`src/rtl/hno_pkg.sv`:
```
// Shared types and constants for the heightfield neighbour occlusion block.
// No dependencies; every other file in rtl/ imports this package.
package hno_pkg;

  // Default grid side; the top level takes it as its parameter default
  localparam int unsigned MAX_SIDE_DEF = 64;

  // Datapath widths
  localparam int unsigned HEIGHT_W = 32;           // signed Q16.16 height
  localparam int unsigned ENTRY_W  = HEIGHT_W + 1; // present bit over height
  localparam int unsigned MUL_A_W  = 36;           // rise, or occlusion sum
  localparam int unsigned MUL_B_W  = 32;           // inverse horizon, or strength
  localparam int unsigned MUL_P_W  = MUL_A_W + MUL_B_W;
  localparam int unsigned DIVD_W   = 11;           // scaled rounding numerator
  localparam int unsigned DIVS_W   = 4;            // sample count, 1..8
  localparam int unsigned QUOT_W   = 8;            // occlusion byte

  // Item kinds
  localparam logic KIND_WRITE = 1'b0;
  localparam logic KIND_QUERY = 1'b1;

  // Register map
  typedef enum logic [1:0] {
    CFG_GRID_SIDE   = 2'd0,
    CFG_INV_HORIZON = 2'd1,
    CFG_STRENGTH    = 2'd2
  } cfg_idx_e;

  // Register reset values
  localparam logic [6:0]  GRID_SIDE_RST   = 7'd64;
  localparam logic [31:0] INV_HORIZON_RST = 32'd65536;
  localparam logic [15:0] STRENGTH_RST    = 16'd256;

  // Neighbour offsets, row above, same row, row below
  localparam logic signed [1:0] NBR_DX [8] = '{-2'sd1, 2'sd0, 2'sd1, -2'sd1,
                                               2'sd1, -2'sd1, 2'sd0, 2'sd1};
  localparam logic signed [1:0] NBR_DZ [8] = '{-2'sd1, -2'sd1, -2'sd1, 2'sd0,
                                               2'sd0, 2'sd1, 2'sd1, 2'sd1};

  // Input word
  typedef struct packed {
    logic               kind;
    logic [5:0]         col_x;
    logic [5:0]         col_z;
    logic               has_surface;
    logic signed [31:0] top_height;
  } in_t;

  // Result word
  typedef struct packed {
    logic [7:0] ao_value;
    logic       ao_valid;
  } out_t;

  // Divider start request
  typedef struct packed {
    logic              start;
    logic [DIVD_W-1:0] dividend;
    logic [DIVS_W-1:0] divisor;
  } div_req_t;

endpackage

```
`src/rtl/hno_mul.sv`:
```
// Shared registered multiplier: rise by inverse horizon per neighbour,
// then occlusion sum by strength. Depends on hno_pkg.
module hno_mul (
  input  logic                        clk_i,
  input  logic [hno_pkg::MUL_A_W-1:0] a_i,
  input  logic [hno_pkg::MUL_B_W-1:0] b_i,
  output logic [hno_pkg::MUL_P_W-1:0] p_o
);
  import hno_pkg::*;

  logic [MUL_P_W-1:0] p_q;

  // One product a cycle, registered so the result shows the cycle after
  always_ff @(posedge clk_i) begin
    p_q <= MUL_P_W'(a_i) * MUL_P_W'(b_i);
  end

  assign p_o = p_q;

endmodule

```
`config.mk`:
```
export PLATFORM = sky130hd
export DESIGN_NAME = hno_mul
export DESIGN_NICKNAME = d
export VERILOG_FILES = /design/src/rtl/hno_pkg.sv /design/src/rtl/hno_mul.sv
export SDC_FILE = /design/constraint.sdc
export NUM_CORES = 2
export LEC_CHECK = 0
export BUFFER_PORTS_ARGS = -buffer_cell sky130_fd_sc_hd__buf_4
export CAP_MARGIN = 20
export CORE_MARGIN = 2
export CORE_UTILIZATION = 55
export CTS_BUF_LIST = sky130_fd_sc_hd__clkbuf_8 sky130_fd_sc_hd__clkbuf_16
export DETAILED_ROUTE_END_ITERATION = 10
export MAX_ROUTING_LAYER = met4
export PLACE_DENSITY = 0.75
export RECOVER_POWER = 100
export SLEW_MARGIN = 20
export SYNTH_ARGS = -nofsm -noshare
export SYNTH_HDL_FRONTEND = slang
export SYNTH_SLANG_ARGS = --single-unit
```
`constraint.sdc`:
```
create_clock -name clk_i -period 7.5 [get_ports clk_i]
set_input_delay 0.75 -clock clk_i [delete_from_list [all_inputs] [get_ports clk_i]]
set_output_delay 0.75 -clock clk_i [all_outputs]
set_load 0.01 [all_outputs]
```
Yosys cells after proc, flatten, opt, wreduce, memory -nomap -nowiden
Cells that the tools add are included.

Bits in registers: 68. Bits of input ports: 69. Output and inout bits: 68. Word-level logic and storage cells: 2.

Multipliers: 1.

Operators with widths (number): 36-bit by 32-bit multiplier with 68-bit output (1).

Depth between registers and ports, before layout
Depth after elaboration: 1. Mapped depth: 29. Mapped depth without buffers: 26.

Worst setup path before layout
OpenSTA, ideal clock, no wires.

Path type: input port to flip-flop. Start point: input b_i[2] in the netlist's numbering. End point: register p_q[61], in the netlist p_o[61]. Data arrival time: 7.631 ns. Slack: -0.256 ns. Cell stages on the path: 28. Buffers on the path: 3. Path through: clkbuf_1 -> clkbuf_1 -> nand2_1 -> fa_1 -> inv_1 -> fa_1 -> inv_1 -> fa_1 -> fa_1 -> inv_1 -> fa_1 -> inv_1 -> fa_1 -> inv_1 -> fa_1 -> fa_1 -> ha_1 -> buf_2 -> a211oi_1 -> nor2_1 -> a2111oi_2 -> o21ai_1 -> a211o_1 -> a21oi_1 -> o221a_2 -> o31ai_1 -> a31oi_1 -> xnor2_1.

Cells in the longest elaborated chain, start to end: 1.

RTL lines: start, declared (line hno_mul.sv:6) `input logic [hno_pkg::MUL_B_W-1:0] b_i,`; 36-bit by 32-bit multiplier with 68-bit output (line hno_mul.sv:15) `p_q <= MUL_P_W'(a_i) * MUL_P_W'(b_i);`; end signal, assigned (line hno_mul.sv:15); end, declared (line hno_mul.sv:11) `logic [MUL_P_W-1:0] p_q;`.

Every way passes these cells.

Worst setup path in the final report
Start point: input a_i[15] in the netlist's numbering. End point: register p_q[61], in the netlist p_o[61].

Cells in the longest elaborated chain, start to end: 1.

RTL lines: start, declared (line hno_mul.sv:5) `input logic [hno_pkg::MUL_A_W-1:0] a_i,`; 36-bit by 32-bit multiplier with 68-bit output (line hno_mul.sv:15).

Every way passes these cells.

==> flow_summary.html <==
<table>
<tr><th>Metric</th><th>Value</th></tr>
<tr><th colspan="2">Global route</th></tr>
<tr><td>Global route total overflow</td><td>0</td></tr>
<tr><td>Maximum number of pins on one net before global-route repair</td><td>37</td></tr>
<tr><td>Total global-route track usage</td><td>31.3%</td></tr>
<tr><td>Number of antenna violations at the first check in global routing</td><td>4</td></tr>
<tr><td>Vias in the first global route</td><td>32.2k</td></tr>
<tr><td>Global-route wire length before repair</td><td>166000 um</td></tr>
<tr><th colspan="2">Yosys</th></tr>
<tr><td>Yosys top cell area share</td><td>53.6%</td></tr>
<tr><td>Number of synthesized flops with an enable pin</td><td>0</td></tr>
<tr><td>Commonest cells in the netlist</td><td>fa_1 (1016), inv_1 (981), nand2_1 (722)</td></tr>
<tr><td>Unique masters post-synth</td><td>56</td></tr>
<tr><td>Yosys reg bits</td><td>68</td></tr>
<tr><td>Dominant cell by count in the synthesized netlist</td><td>fa_1</td></tr>
<tr><td>Syn_nets</td><td>5532</td></tr>
<tr><td>Ys async rst share</td><td>0%</td></tr>
<tr><td>Post-synthesis area per instance</td><td>9.08 um2</td></tr>
<tr><td>Biggest area contributors in the synthesized netlist</td><td>fa_1 (54%), inv_1 (9.7%), ha_1 (8.8%)</td></tr>
<tr><td>Mapped Cells</td><td>4180</td></tr>
<tr><td>Post-synthesis instance area</td><td>38000 um2</td></tr>
<tr><td>Register area share after synthesis</td><td>3.59%</td></tr>
<tr><td>Cell taking the most area after synthesis</td><td>fa_1</td></tr>
<tr><td>Most frequently used flop master after synthesis</td><td>dfxtp_1</td></tr>
<tr><td>Synthesis warning total</td><td>0</td></tr>
<tr><th colspan="2">Clock tree</th></tr>
<tr><td>CTS tree</td><td>done</td></tr>
<tr><td>Clock input transition at the sequential cells of the worst setup and hold paths</td><td>60 ps</td></tr>
<tr><td>CTS sink count</td><td>68</td></tr>
<tr><td>Level count of the clock H-tree</td><td>3</td></tr>
<tr><td>Clock root buffer</td><td>clkbuf_16</td></tr>
<tr><td>Max Root-Sink Buffers</td><td>2</td></tr>
<tr><td>Inserted Clock Buffers</td><td>9</td></tr>
<tr><td>Quantity of hold-fixing buffers added after cts</td><td>0</td></tr>
<tr><th colspan="2">STA</th></tr>
<tr><td>Slew headroom</td><td>49.8%</td></tr>
<tr><td>Max-slew violation count</td><td>0</td></tr>
<tr><td>Worst hold slack across all endpoints</td><td>946 ps</td></tr>
<tr><td>Final setup violation count</td><td>0</td></tr>
<tr><td>Part of the cycle the worst path needs</td><td>99.5%</td></tr>
<tr><td>Minimum clock period after layout</td><td>7460 ps</td></tr>
<tr><td>RSZ-0062 raised after global routing</td><td>true</td></tr>
<tr><td>Measured slew at the worst slew-check pin</td><td>754 ps</td></tr>
<tr><td>Achievable Freq</td><td>0.134 GHz</td></tr>
<tr><td>Final count of hold timing violations</td><td>0</td></tr>
<tr><th colspan="2">Floorplanning</th></tr>
<tr><td>Starting density of the core</td><td>55.5%</td></tr>
<tr><td>Chip height</td><td>267 um</td></tr>
<tr><td>Chip Width</td><td>267 um</td></tr>
<tr><td>Core Region</td><td>68500 um2</td></tr>
<tr><td>Die area</td><td>71200 um2</td></tr>
<tr><td>Number of placed I/O pins</td><td>137</td></tr>
<tr><td>Num rows</td><td>96</td></tr>
<tr><th colspan="2">Detailed routing</th></tr>
<tr><td>Vias per cell</td><td>5.46</td></tr>
<tr><td>Via Count</td><td>29.3k</td></tr>
<tr><td>Post-detailed-routing wire length</td><td>105000 um</td></tr>
<tr><td>Routed len/inst</td><td>19.6 um</td></tr>
<tr><td>Antenna violation net count after detailed routing</td><td>0</td></tr>
<tr><td>Detailed-router iteration count before antenna repair</td><td>5</td></tr>
<tr><td>DRC Markers</td><td>0</td></tr>
<tr><td>Number of DRC markers after the initial detailed-route iteration</td><td>1841</td></tr>
<tr><th colspan="2">Critical path</th></tr>
<tr><td>Critical path fanouts, max</td><td>18</td></tr>
<tr><td>Biggest cell delay along the critical path</td><td>630 ps</td></tr>
<tr><td>Cells traversed along the worst timing path</td><td>buf_6, buf_4, and2_1, fa_1, fa_1, fa_1, inv_1, fa_1, inv_1, fa_1, fa_1, fa_1, fa_1, ha_4, nand4_1, nor3_2, a2111oi_4, o21ai_2, a211o_1, a21oi_2, o221a_2, o31ai_4, a31oi_4, xnor2_2</td></tr>
<tr><td>Slowest-stage cell, CP</td><td>fa_1</td></tr>
<tr><td>Arrival time worst endpoint</td><td>7720 ps</td></tr>
<tr><td>Crit path kind</td><td>primary input to flip-flop</td></tr>
<tr><td>Top cell by count, worst path</td><td>fa_1</td></tr>
<tr><td>Endpoint type of the worst setup path</td><td>flip-flop</td></tr>
<tr><td>Worst Setup Start Kind</td><td>primary input</td></tr>
<tr><td>Largest delay contributor family on the critical path</td><td>adder cells</td></tr>
<tr><td>Buffer and inverter count on the worst path</td><td>4</td></tr>
<tr><td>Required time reported for the critical path endpoint</td><td>7750 ps</td></tr>
<tr><th colspan="2">Placed design</th></tr>
<tr><td>Post-DP HPWL</td><td>90000 um</td></tr>
<tr><td>Placed cell area</td><td>42200 um2</td></tr>
<tr><td>Routability-driven placement congestion ratio</td><td>1.00</td></tr>
<tr><td>Number of input and output port buffers inserted</td><td>136</td></tr>
<tr><th colspan="2">Layout</th></tr>
<tr><td>Number of nets in the layout</td><td>5834</td></tr>
<tr><td>Fraction of layout cells with a size suffix above 1</td><td>14.4%</td></tr>
<tr><td>Layout-stage area growth over the synthesis result</td><td>15.5%</td></tr>
<tr><td>Final standard cell area without fillers</td><td>43800 um2</td></tr>
<tr><td>Max reg flops</td><td>68</td></tr>
<tr><th colspan="2">Min path</th></tr>
<tr><td>Path type of the worst min-delay path</td><td>primary input to flip-flop</td></tr>
<tr><th colspan="2">Outcome</th></tr>
<tr><td>Status</td><td>finished, final reports clean</td></tr>
<tr><th colspan="2">Job</th></tr>
<tr><td>Max capacitance violation total</td><td>0</td></tr>
</table>
[placed cells by master (no fill, tap or decap), types with 38 or more instances in the layout]
master	n
and2_1	481
nand2_1	714
ha_1	247
a21oi_1	62
buf_6	45
dfxtp_1	68
xnor2_1	38
clkbuf_1	71
buf_4	366
fa_1	979
inv_1	972
[cells by family (layout without fill, tap and decap cells)]
group | after synthesis | count (layout) | share of synthesized area [%]
AOI/OAI and AO/OA | 219 | 219 | 3.74
xor gates and xnor gates | 65 | 65 | 1.50
adders and majority gates | 1283 | 1283 | 62.4
buffers and inverters | 1228 | 1535 | 12.2
DFF | 68 | 68 | 3.59
other | 0 | 4 | 0
and+or+nand+nor | 1317 | 1317 | 16.6
[worst paths after layout]
path / from / to / slack [ps] / depth (start not counted)
max: a_i[15] / p_o[61] / 40 / 24
min: b_i[0] / p_o[0] / 950 / 2
[through the flow]
step                      setup slack [ps]  util [%]  instances  setup TNS [ps]
final                                 38.8      64.0       5373               0
after global routing                  -142      64.0       5373            -859
after CTS                            -21.3      62.9       5353           -78.0
after detailed placement              -634      61.7       5327           -8730
after global placement                -637      61.7       5327           -8010
after floorplan                      -16.7         -       4180           -16.7
[what timing repair did]
item	4_1_cts	5_1_grt
setup buffers	12	14
endpoints found under the setup margin	13	24
gates cloned	0	3
pin swaps	61	89
resized for setup	113	186
[area by class of cell]
type                    instances  area (um2)
flip-flops and latches         68        1360
well taps                     882        1100
diodes                          4        10.0
clock buffers                   9         225
repair buffers                538        4570
fillers                      5436       24600
multi-input cells            2884       32800
inverters                     981        3680
clock inverters                 7        52.6
[routing by layer]
metal / up-vias / share of wire, % / track usage [%]
li1: 12602 / - / -
met1: 15204 / 35 / 35.1
met2: 1126 / 52 / 53.9
met3: 394 / 4.7 / 2.63
met4: 0 / 7.5 / 20.1
met5: - / 0 / -
Power is left out: the tool's default activity adds up to more than one toggle a clock period on the data nets, which glitch-free logic cannot reach.
