### src/rtl/hno_pkg.sv
// Shared types and constants for the heightfield neighbour occlusion block.
// No dependencies; every other file in rtl/ imports this package.
package hno_pkg;

  // Default grid side; the top level takes it as its parameter default
  localparam int unsigned MAX_SIDE_DEF = 64;

  // Datapath widths
  localparam int unsigned HEIGHT_W = 32;           // signed Q16.16 height
  localparam int unsigned ENTRY_W  = HEIGHT_W + 1; // present bit over height
  localparam int unsigned MUL_A_W  = 36;           // rise, or occlusion sum
  localparam int unsigned MUL_B_W  = 32;           // inverse horizon, or strength
  localparam int unsigned MUL_P_W  = MUL_A_W + MUL_B_W;
  localparam int unsigned DIVD_W   = 11;           // scaled rounding numerator
  localparam int unsigned DIVS_W   = 4;            // sample count, 1..8
  localparam int unsigned QUOT_W   = 8;            // occlusion byte

  // Item kinds
  localparam logic KIND_WRITE = 1'b0;
  localparam logic KIND_QUERY = 1'b1;

  // Register map
  typedef enum logic [1:0] {
    CFG_GRID_SIDE   = 2'd0,
    CFG_INV_HORIZON = 2'd1,
    CFG_STRENGTH    = 2'd2
  } cfg_idx_e;

  // Register reset values
  localparam logic [6:0]  GRID_SIDE_RST   = 7'd64;
  localparam logic [31:0] INV_HORIZON_RST = 32'd65536;
  localparam logic [15:0] STRENGTH_RST    = 16'd256;

  // Neighbour offsets, row above, same row, row below
  localparam logic signed [1:0] NBR_DX [8] = '{-2'sd1, 2'sd0, 2'sd1, -2'sd1,
                                               2'sd1, -2'sd1, 2'sd0, 2'sd1};
  localparam logic signed [1:0] NBR_DZ [8] = '{-2'sd1, -2'sd1, -2'sd1, 2'sd0,
                                               2'sd0, 2'sd1, 2'sd1, 2'sd1};

  // Input word
  typedef struct packed {
    logic               kind;
    logic [5:0]         col_x;
    logic [5:0]         col_z;
    logic               has_surface;
    logic signed [31:0] top_height;
  } in_t;

  // Result word
  typedef struct packed {
    logic [7:0] ao_value;
    logic       ao_valid;
  } out_t;

  // Divider start request
  typedef struct packed {
    logic              start;
    logic [DIVD_W-1:0] dividend;
    logic [DIVS_W-1:0] divisor;
  } div_req_t;

endpackage

### src/rtl/hno_div.sv
// Restoring divider, one quotient bit a cycle, for the final rounding step.
// Dividend over divisor must stay below 2^QUOT_W. Depends on hno_pkg.
module hno_div (
  input  logic                       clk_i,
  input  logic                       rst_ni,
  input  hno_pkg::div_req_t          req_i,
  output logic                       done_o,
  output logic [hno_pkg::QUOT_W-1:0] quot_o
);
  import hno_pkg::*;

  localparam int unsigned CntW = $clog2(QUOT_W);

  logic              busy_q, busy_d;
  logic              done_q, done_d;
  logic [CntW-1:0]   cnt_q, cnt_d;
  logic [DIVS_W-1:0] rem_q, rem_d;
  logic [DIVS_W-1:0] dvs_q, dvs_d;
  logic [QUOT_W-1:0] dvd_q, dvd_d;
  logic [QUOT_W-1:0] quot_q, quot_d;
  logic [DIVS_W-1:0] trial;
  logic              fits;

  // Remainder stays below the divisor, so its top bit is always clear
  assign trial = {rem_q[DIVS_W-2:0], dvd_q[QUOT_W-1]};
  assign fits  = (trial >= dvs_q);

  always_comb begin
    busy_d = busy_q;
    done_d = 1'b0;
    cnt_d  = cnt_q;
    rem_d  = rem_q;
    dvs_d  = dvs_q;
    dvd_d  = dvd_q;
    quot_d = quot_q;
    if (req_i.start) begin
      busy_d = 1'b1;
      cnt_d  = '0;
      rem_d  = DIVS_W'(req_i.dividend[DIVD_W-1:QUOT_W]);
      dvs_d  = req_i.divisor;
      dvd_d  = req_i.dividend[QUOT_W-1:0];
      quot_d = '0;
    end else if (busy_q) begin
      rem_d  = fits ? (trial - dvs_q) : trial;
      dvd_d  = {dvd_q[QUOT_W-2:0], 1'b0};
      quot_d = {quot_q[QUOT_W-2:0], fits};
      cnt_d  = cnt_q + CntW'(1);
      if (cnt_q == CntW'(QUOT_W - 1)) begin
        busy_d = 1'b0;
        done_d = 1'b1;
      end
    end
  end

  always_ff @(posedge clk_i or negedge rst_ni) begin
    if (!rst_ni) begin
      busy_q <= 1'b0;
      done_q <= 1'b0;
      cnt_q  <= '0;
      rem_q  <= '0;
      dvs_q  <= '0;
      dvd_q  <= '0;
      quot_q <= '0;
    end else begin
      busy_q <= busy_d;
      done_q <= done_d;
      cnt_q  <= cnt_d;
      rem_q  <= rem_d;
      dvs_q  <= dvs_d;
      dvd_q  <= dvd_d;
      quot_q <= quot_d;
    end
  end

  assign done_o = done_q;
  assign quot_o = quot_q;

endmodule

### config.mk
export PLATFORM = sky130hd
export DESIGN_NAME = hno_div
export DESIGN_NICKNAME = d
export VERILOG_FILES = /design/src/rtl/hno_pkg.sv /design/src/rtl/hno_div.sv
export SDC_FILE = /design/constraint.sdc
export NUM_CORES = 1
export LEC_CHECK = 0
export BUFFER_PORTS_ARGS = -buffer_cell sky130_fd_sc_hd__clkbuf_2
export CORE_MARGIN = 4
export CORE_UTILIZATION = 45
export DETAILED_ROUTE_END_ITERATION = 6
export PLACE_DENSITY = 0.67
export SYNTH_ARGS = -nofsm -noshare
export SYNTH_HDL_FRONTEND = slang
export SYNTH_SLANG_ARGS = --single-unit
### constraint.sdc
create_clock -name clk_i -period 2.4 [get_ports clk_i]
set_input_delay 0.48 -clock clk_i [delete_from_list [all_inputs] [get_ports clk_i]]
set_output_delay 0.48 -clock clk_i [all_outputs]
set_load 0.005 [all_outputs]
# ---- Yosys cells after proc, flatten, opt, wreduce, memory -nomap -nowiden
# Cells that the tools add are included.
dict set report word_totals {
  out_inout_bits 9
  in_bits 18
  reg_bits 28
  word_cells 27
}
dict set report op_classes {
  eq_ne 1
  n_lt_le_gt_ge 1
  muxes 15
  reduce_logical 1
  add_sub_neg 2
}
# cell count
set op_table {}
lappend op_table {{2-to-1 mux 8 bit} 4}
lappend op_table {{2-to-1 mux 3 bit} 5}
lappend op_table {{2-to-1 mux 1 bit} 6}
lappend op_table {{>= comparator 4 bit} 1}
lappend op_table {{adder 3 x 1 -> 3 bit, second input constant} 1}
lappend op_table {{equality test 3 bit, second input constant} 1}
lappend op_table {{subtractor 3 bit} 1}
lappend op_table {{nonzero test 2 bit} 1}

# ---- Logic depth before layout (Yosys ltp)
# Gate-level depths: netlist (run 1).
dict set report depth {
  ltp_word 4
  mapped_depth 7
  mapped_depth_nobuf 7
}

# ---- Worst setup path before layout (run 1)
# OpenSTA, ideal clock, no wires.
dict set report synth_path {
  path_kind {register to register}
  from {reg dvs_q[0]}
  to {reg rem_q[1]}
  path_slack_ps 629
  path_buffers 0
  setup_time_ps 74
  synth_period_minus_slack_ps 1771
  arrival_time_ps 1697
  path_stages_with_launch 7
  path_cell_list {dfrtp_1 > ha_1 > fa_1 > a21boi_1 > o21a_4 > mux2_4 > o21ai_2}
}
dict set report synth_via {
  elab_chain_cells 4
}
# item line_no
set synth_rtl {}
lappend synth_rtl {{start, declared} hno_div.sv:18} ;# logic [DIVS_W-1:0] dvs_q, dvs_d;
lappend synth_rtl {{start signal, assigned} hno_div.sv:69} ;# dvs_q <= dvs_d;
lappend synth_rtl {{>= comparator 4 bit / subtractor 3 bit (equally long branches)} {hno_div.sv:26, hno_div.sv:44}}
lappend synth_rtl {{2-to-1 mux 3 bit *} hno_div.sv:44} ;# rem_d = fits ? (trial - dvs_q) : trial;
lappend synth_rtl {{2-to-1 mux 3 bit *} hno_div.sv:43} ;# end else if (busy_q) begin
lappend synth_rtl {{2-to-1 mux 3 bit *} hno_div.sv:36} ;# if (req_i.start) begin
lappend synth_rtl {{end signal, assigned} hno_div.sv:68} ;# rem_q <= rem_d;
lappend synth_rtl {{end, declared} hno_div.sv:17} ;# logic [DIVS_W-1:0] rem_q, rem_d;
# Every way passes the cells marked *; elsewhere a longest branch is shown, timed or not. The select of a mux whose other input is x is not followed.
# A chain may end at the register's enable or synchronous reset.

# ---- Worst setup path after layout (run 1)
dict set report layout_path {
  from {reg dvd_q[7]}
  to {reg rem_q[1]}
}
dict set report layout_via {
  elab_chain_cells 4
}
# item line_no
set layout_rtl {}
lappend layout_rtl {{start, declared} hno_div.sv:19} ;# logic [QUOT_W-1:0] dvd_q, dvd_d;
lappend layout_rtl {{start signal, assigned} hno_div.sv:70} ;# dvd_q <= dvd_d;
lappend layout_rtl {{>= comparator 4 bit / subtractor 3 bit (equally long branches)} {hno_div.sv:26, hno_div.sv:44}}
lappend layout_rtl {{2-to-1 mux 3 bit *} hno_div.sv:44}
lappend layout_rtl {{2-to-1 mux 3 bit *} hno_div.sv:43}
lappend layout_rtl {{2-to-1 mux 3 bit *} hno_div.sv:36}
# Marked as above.

==> metrics, run 1 <==
status=complete, no violations; core footprint=0.00281 mm^2; Detailed Place HPWL=1930 um; unrepaired setup endpoints after global routing=no; post-synth top area share=52.2%; filler instances=256; GRT busiest layer=met2; Arrival @ worst endpoint=2.16 ns; CTS clk-pin slew, worst paths=0.14 ns; sequential cell area=701 um^2; via count=945; Area Overhead vs Synth=13.4%; CP Cell Sequence=inv_1 > ha_1 > fa_1 > a21boi_1 > o21a_4 > mux2_4 > o21ai_2; pin count of the biggest net entering global routing=29; r2r setup slk=0.50 ns; clk sinks=28; worst vdd ir=0.372 mV; crit end category=flip-flop; grt met1 use=17.0%; area leader, netlist=dfrtp_1; syn_area_per_cell=10.7 um^2; initial DRC count=21; met3 usage=3.60%; post-synth net total=150; Placed Area=0.00150 mm^2; f_max=525 MHz; Fin Clk Skew=0.00396 ns; Synth Warn #=0; crit path kind=reg2reg; GR Util met2=25.0%; multi-input logic area=586 um^2; post-route ant nets=0; clk_lat worst skew=0.32 ns; ant diodes=0; first-pass GRT wire length=4530 um; cts repair resizes=0; row count=19; post-synth cell types=26; leakage=0.000864 uW; Hold Buf Count CTS=0; crit-path max FO=4; CTS Buffer Depth=2; worst r2r src=dvd_q[7]; Reg2Reg Depth=7; gr usage total=14.4%; Slew Viols, Final=0; Setup WS post-layout=0.495 ns; #FFs+latches synth=28; NumNets Final=177; Root Driver=clkbuf_4; synthesized area=0.00134 mm^2; # Post-CTS Setup Buffers=0; num ports=27; Hold WC Path Type=in2async; CP required=2.66 ns; final hold vios=0; Period minus WS final=1.90 ns; GR Overflow Total=0; I/O Buffers=26; DRT Pass-1 Iters=4; sequential element share of the synthesized area=52.2%; TritonCTS Buffers=3; layout cell share with drive strength beyond 1=24.0%; vias in the first global route=1030; slew margin rel.=53.2%; slowest stage cell, crit path=fa_1; Initial Util=47.9%; RePlAce Congestion=0.776; worst-margin pin slew=0.702 ns; number of setup violations in the final report=0; antenna violations before repair=0; drt wl/cell=14.1 um; CTS tree=yes; via/cell ratio=5.22; Synth area leaders=dfrtp_1 52%, mux2i_1 13%, ha_1 5.6%; depth of the CTS H-tree=1; Die ar.=0.00392 mm^2; slowest stage delay, CP=0.42 ns; final wirelength=2550 um; power per standard cell area=644 mW/mm^2; final critical-path share of the clock period=79.4%; drt drc=0; Setup WS pre-CTS=0.533 ns; Max-Cap Viols=0; Die W=62.6 um; Die H=62.6 um; RR Endpoint=rem_q[1]; synthesized instance count=125; TNS Setup=0 ns; Critical Path Start Type=flip-flop; Final Instance Area=0.00152 mm^2
[final cells by class]
cell class	instances	area share (%)
sequential	28	46.0
multi-input combinational	84	38.5
inverter	6	1.48
clock buffer	3	1.48
tap	31	2.55
timing repair buffer	29	10.0
[cell families after synthesis]
logic type | Yosys count | share of synthesized area [%]
buffers and inverters | 13 | 4.19
adder cells (fa/ha/maj) | 7 | 7.08
flip-flops | 28 | 52.2
XOR/XNOR | 2 | 1.30
AO/OA/AOI/OAI | 23 | 10.5
AND/OR/NAND/NOR | 33 | 10.1
multiplexers | 19 | 14.6
[stage by stage]
stage               util [%]  cells  hold WS [ns]  total power (uW)
floorplan                  -    125         0.184               727
global placement        53.5    178         0.500               787
detailed placement      53.5    178         0.506               807
CTS                     54.3    181         0.197               994
global route            54.3    181         0.221              1060
finish                  54.3    181         0.176               981
[cells in the final DEF, fill, tap and decap left out, types with 2 or more instances in the layout]
cell type / instances
dfrtp_1: 28
clkbuf_2: 26
mux2i_1: 17
nor2_1: 16
nand2_1: 12
o21ai_0: 12
inv_1: 6
ha_1: 6
a21oi_1: 4
clkbuf_4: 3
buf_4: 3
nand2b_1: 2
xnor2_1: 2
a22oi_1: 2
[metal layers]
metal | share of wire [%] | routed length (um)
met4 | 1.6 | 40
met2 | 50 | 1290
met5 | 0 | 0
met1 | 43 | 1100
met3 | 4.7 | 120
[worst max-delay path, delay by kind of cell, from the launching register on]
| family | cells | cell delay [ns] |
|---|---|---|
| flip-flops | 1 | 0.40 |
| adder cells (fa/ha/maj) | 2 | 0.61 |
| buffers and inverters | 1 | 0.05 |
| multiplexers | 1 | 0.30 |
| AO/OA/AOI/OAI | 3 | 0.49 |
[Yosys cell counts]
library cell,number
clkbuf_1,2
ha_1,6
mux2_4,1
a22oi_1,2
o21a_4,1
xnor2_1,2
nor2_1,16
or3_1,1
buf_4,1
mux2i_1,17
dfrtp_1,28
a21oi_1,4
a21o_1,1
a21boi_1,1
inv_1,6
nor3_1,1
fa_1,1
mux2_2,1
buf_1,1
nor2b_1,1
buf_2,3
a211oi_1,1
nand2_1,12
o21ai_2,1
nand2b_1,2
o21ai_0,12
[registers in the layout, indices dropped and copies added (netlist names)]
| signal | cells |
|---|---|
| busy_q | 1 |
| cnt_q | 3 |
| done_o | 1 |
| dvd_q | 8 |
| dvs_q | 4 |
| quot_o | 8 |
| rem_q | 3 |
[power by group]
part | leakage (uW) | switching [uW] | total (uW) | internal [uW]
Combinational | 0.000496 | 121 | 245 | 123
Clock | 0.0000138 | 129 | 188 | 58.7
Sequential | 0.000355 | 32.2 | 549 | 517
Total | 0.000864 | 282 | 981 | 699
[how the worst max path moves through the flow]
| stage | start | end | slack [ns] | depth (start not counted) |
|---|---|---|---|---|
| after floorplan | dvs_q[0] | rem_q[1] | 0.63 | 6 |
| final | dvd_q[7] | rem_q[1] | 0.50 | 7 |
| after global placement | dvd_q[7] | rem_q[1] | 0.60 | 7 |
| after CTS | dvd_q[7] | rem_q[1] | 0.50 | 7 |
| after detailed placement | dvd_q[7] | rem_q[1] | 0.53 | 7 |
| after global routing | dvd_q[7] | rem_q[1] | 0.41 | 7 |
No activity file was read; power rests on OpenSTA's default activity.
==> run 2, diff against run 1 <==
--- a/config.mk
+++ b/config.mk
@@ -5,6 +5,7 @@
 export SDC_FILE = /design/constraint.sdc
 export NUM_CORES = 1
 export LEC_CHECK = 0
+export ABC_AREA = 1
 export BUFFER_PORTS_ARGS = -buffer_cell sky130_fd_sc_hd__clkbuf_2
 export CORE_MARGIN = 4
 export CORE_UTILIZATION = 45
==> constraint.sdc (replaced) <==
create_clock -name clk_i -period 1.91 [get_ports clk_i]
set_input_delay 0.382 -clock clk_i [delete_from_list [all_inputs] [get_ports clk_i]]
set_output_delay 0.382 -clock clk_i [all_outputs]
set_load 0.005 [all_outputs]
==> metrics, run 2 <==
NumNets Final=184 (was 177); crit-path max FO=4 (unchanged); Die H=62.3 um (was 62.6 um); Hold WC Path Type=in2async (unchanged); Root Driver=clkbuf_4 (unchanged); final critical-path share of the clock period=83.6% (was 79.4%); Hold Buf Count CTS=0 (unchanged); clk_lat worst skew=0.33 ns (was 0.32 ns); Critical Path Start Type=flip-flop (unchanged); CP required=2.14 ns (was 2.66 ns); initial DRC count=29 (was 21); status=complete, no violations (unchanged); core footprint=0.00278 mm^2 (was 0.00281 mm^2); via count=991 (was 945); first-pass GRT wire length=4490 um (was 4530 um); crit path kind=reg2reg (unchanged); post-synth net total=156 (was 150); depth of the CTS H-tree=1 (unchanged); RePlAce Congestion=0.870 (was 0.776); Period minus WS final=1.60 ns (was 1.90 ns); fin util=54.3% (about the same); Initial Util=47.6% (was 47.9%); final wirelength=2480 um (was 2550 um); Fin Clk Skew=0.00473 ns (was 0.00396 ns); slowest stage cell, crit path=dfrtp_1 (was fa_1); leakage=0.000789 uW (was 0.000864 uW); Die W=62.3 um (was 62.6 um); Synth Warn #=0 (unchanged); most frequent cells in the layout=29 x nand2_1, 28 x dfrtp_1, 26 x clkbuf_2 (was 28 x dfrtp_1, 26 x clkbuf_2, 17 x mux2i_1); most frequent CP cell=nand2_1; synthesized area=0.00133 mm^2 (was 0.00134 mm^2); synth cell count leaders=29 x nand2_1, 28 x dfrtp_1, 20 x inv_1 (was 28 x dfrtp_1, 17 x mux2i_1, 16 x nor2_1); Synth area leaders=dfrtp_1 53%, nand2_1 8.2%, ha_1 5.7% (was dfrtp_1 52%, mux2i_1 13%, ha_1 5.6%); CTS clk-pin slew, worst paths=0.15 ns (was 0.14 ns); f_max=626 MHz (was 525 MHz); Detailed Place HPWL=1820 um (was 1930 um); post-synth top area share=52.9% (was 52.2%); TritonCTS Buffers=3 (unchanged); clk sinks=28 (unchanged); drt wl/cell=13.1 um (was 14.1 um); gr usage total=14.3% (was 14.4%); post-synth cell types=24 (was 26); area leader, netlist=dfrtp_1 (unchanged); ant diodes=0 (unchanged); slew margin rel.=54.8% (was 53.2%); Die ar.=0.00388 mm^2 (was 0.00392 mm^2); Final Instance Area=0.00151 mm^2 (was 0.00152 mm^2); pin count of the biggest net entering global routing=29 (unchanged); Area Overhead vs Synth=13.9% (was 13.4%); asr flop ratio synth=100% (unchanged); crit end category=flip-flop (unchanged); sequential element share of the synthesized area=52.9% (was 52.2%); CP Cell Sequence=ha_1 > fa_1 > nand2_1 > nand2_2 > nand2_1 > nand2_1 > nand3_1 > nand2_1 (was inv_1 > ha_1 > fa_1 > a21boi_1 > o21a_4 > mux2_4 > o21ai_2); syn_area_per_cell=10.1 um^2 (was 10.7 um^2); layout cell share with drive strength beyond 1=27.8% (was 24.0%); slowest stage delay, CP=0.41 ns (was 0.42 ns); EDFF count, synth=0 (unchanged); antenna violations before repair=0 (unchanged); worst-margin pin slew=0.678 ns (was 0.702 ns); worst vdd ir=0.562 mV (was 0.372 mV); most numerous cell in the Yosys netlist=nand2_1 (was dfrtp_1); I/O Buffers=26 (unchanged); # Post-CTS Setup Buffers=0 (unchanged); Max-Cap Viols=0 (unchanged); via/cell ratio=5.24 (was 5.22); final hold vios=0 (unchanged); number of setup violations in the final report=0 (unchanged); synthesized instance count=131 (was 125); TNS Setup=0 ns (unchanged); Primary FF master, synth=dfrtp_1 (unchanged); r2r setup slk=0.31 ns (was 0.50 ns); vias in the first global route=1062 (was 1030); power per standard cell area=928 mW/mm^2 (was 644 mW/mm^2); GR Overflow Total=0 (unchanged); Slew Viols, Final=0 (unchanged); CTS Buffer Depth=2 (unchanged); Arrival @ worst endpoint=1.83 ns (was 2.16 ns); num ports=27 (unchanged); unrepaired setup endpoints after global routing=no (unchanged); DRT Pass-1 Iters=4 (unchanged); Placed Area=0.00146 mm^2 (was 0.00150 mm^2); post-route ant nets=0 (unchanged); cts repair resizes=0 (unchanged); row count=19 (unchanged); commonest non-fill, non-tap cell in the layout=nand2_1 (was dfrtp_1); drt drc=0 (unchanged); #FFs+latches synth=28 (unchanged); CTS tree=yes (unchanged)
-- run 2: cell types whose count changed after synthesis, sizes merged, moves of 4 or more --
cell and change:
nand2 +19, o221ai +4, o22ai +6, nor2 -14
mux2i -17, inv +17, nand3 +6, o21ai -5
-- run 2: power by group --
group          switching (uW)  internal [uW]  total [uW]
sequential               36.8            653         689
combinational             186            133         319
clock                     180            212         392
-- run 2: worst paths after layout --
| kind | end | startpoint | cells past startpoint |
|---|---|---|---|
| setup / recovery | rem_q[1] | dvs_q[0] | 8 |
| min in group clk_i | dvd_q[0] | req_i[4] | 3 |
| hold / removal | dvs_q[3] | rst_ni | 1 |
| setup reg to reg | rem_q[1] | dvs_q[0] | 8 |
| max in group asynchronous | quot_o[3] | rst_ni | 1 |
| hold reg to reg | dvs_q[0] | dvs_q[0] | 2 |
-- run 2: cells by family after synthesis --
kind of cell,synth area share (%)
XOR/XNOR,0.661
AND/OR/NAND/NOR,12.2
adder cells (fa/ha/maj),7.18
AO/OA/AOI/OAI,16.6
flip-flops,52.9
buffers and inverters,10.5
-- run 2: layout make-up --
type,count,area [um^2]
Timing Repair Buffer,28,145
Inverter,23,86.3
Multi-Input combinational cell,75,485
Clock inverter,1,30.0
Fill cell,266,1270
Sequential cell,28,701
Tap cell,31,38.8
Clock buffer,3,22.5
-- run 2: through the flow --
stage / total power (uW) / hold slack [ns] / worst slack [ns] / std cells
detailed placement: 1020 / 0.462 / 0.338 / 185
finish: 1400 / 0.0510 / 0.313 / 189
floorplan: 927 / 0.0864 / 0.446 / 131
global route: 1490 / 0.109 / 0.212 / 189
CTS: 1420 / 0.0707 / 0.318 / 189
global placement: 1000 / 0.450 / 0.407 / 185
-- run 2: worst max-delay path, delay by kind of cell (launching register included) --
family	cells	cell delay (ns)
flip-flops	1	0.41
adder cells (fa/ha/maj)	2	0.60
AND/OR/NAND/NOR	6	0.50
-- run 2: layer usage --
metal  routed length [um]  GRT usage, %  vias to the layer above  share of wire [%]
met5                    0             0                        -                  0
met4                   42          7.16                        0                1.7
met3                  165          3.60                        6                6.7
met2                 1220          23.6                       35                 49
met1                 1060          17.1                      468                 43
li1                     -             -                      482                  -
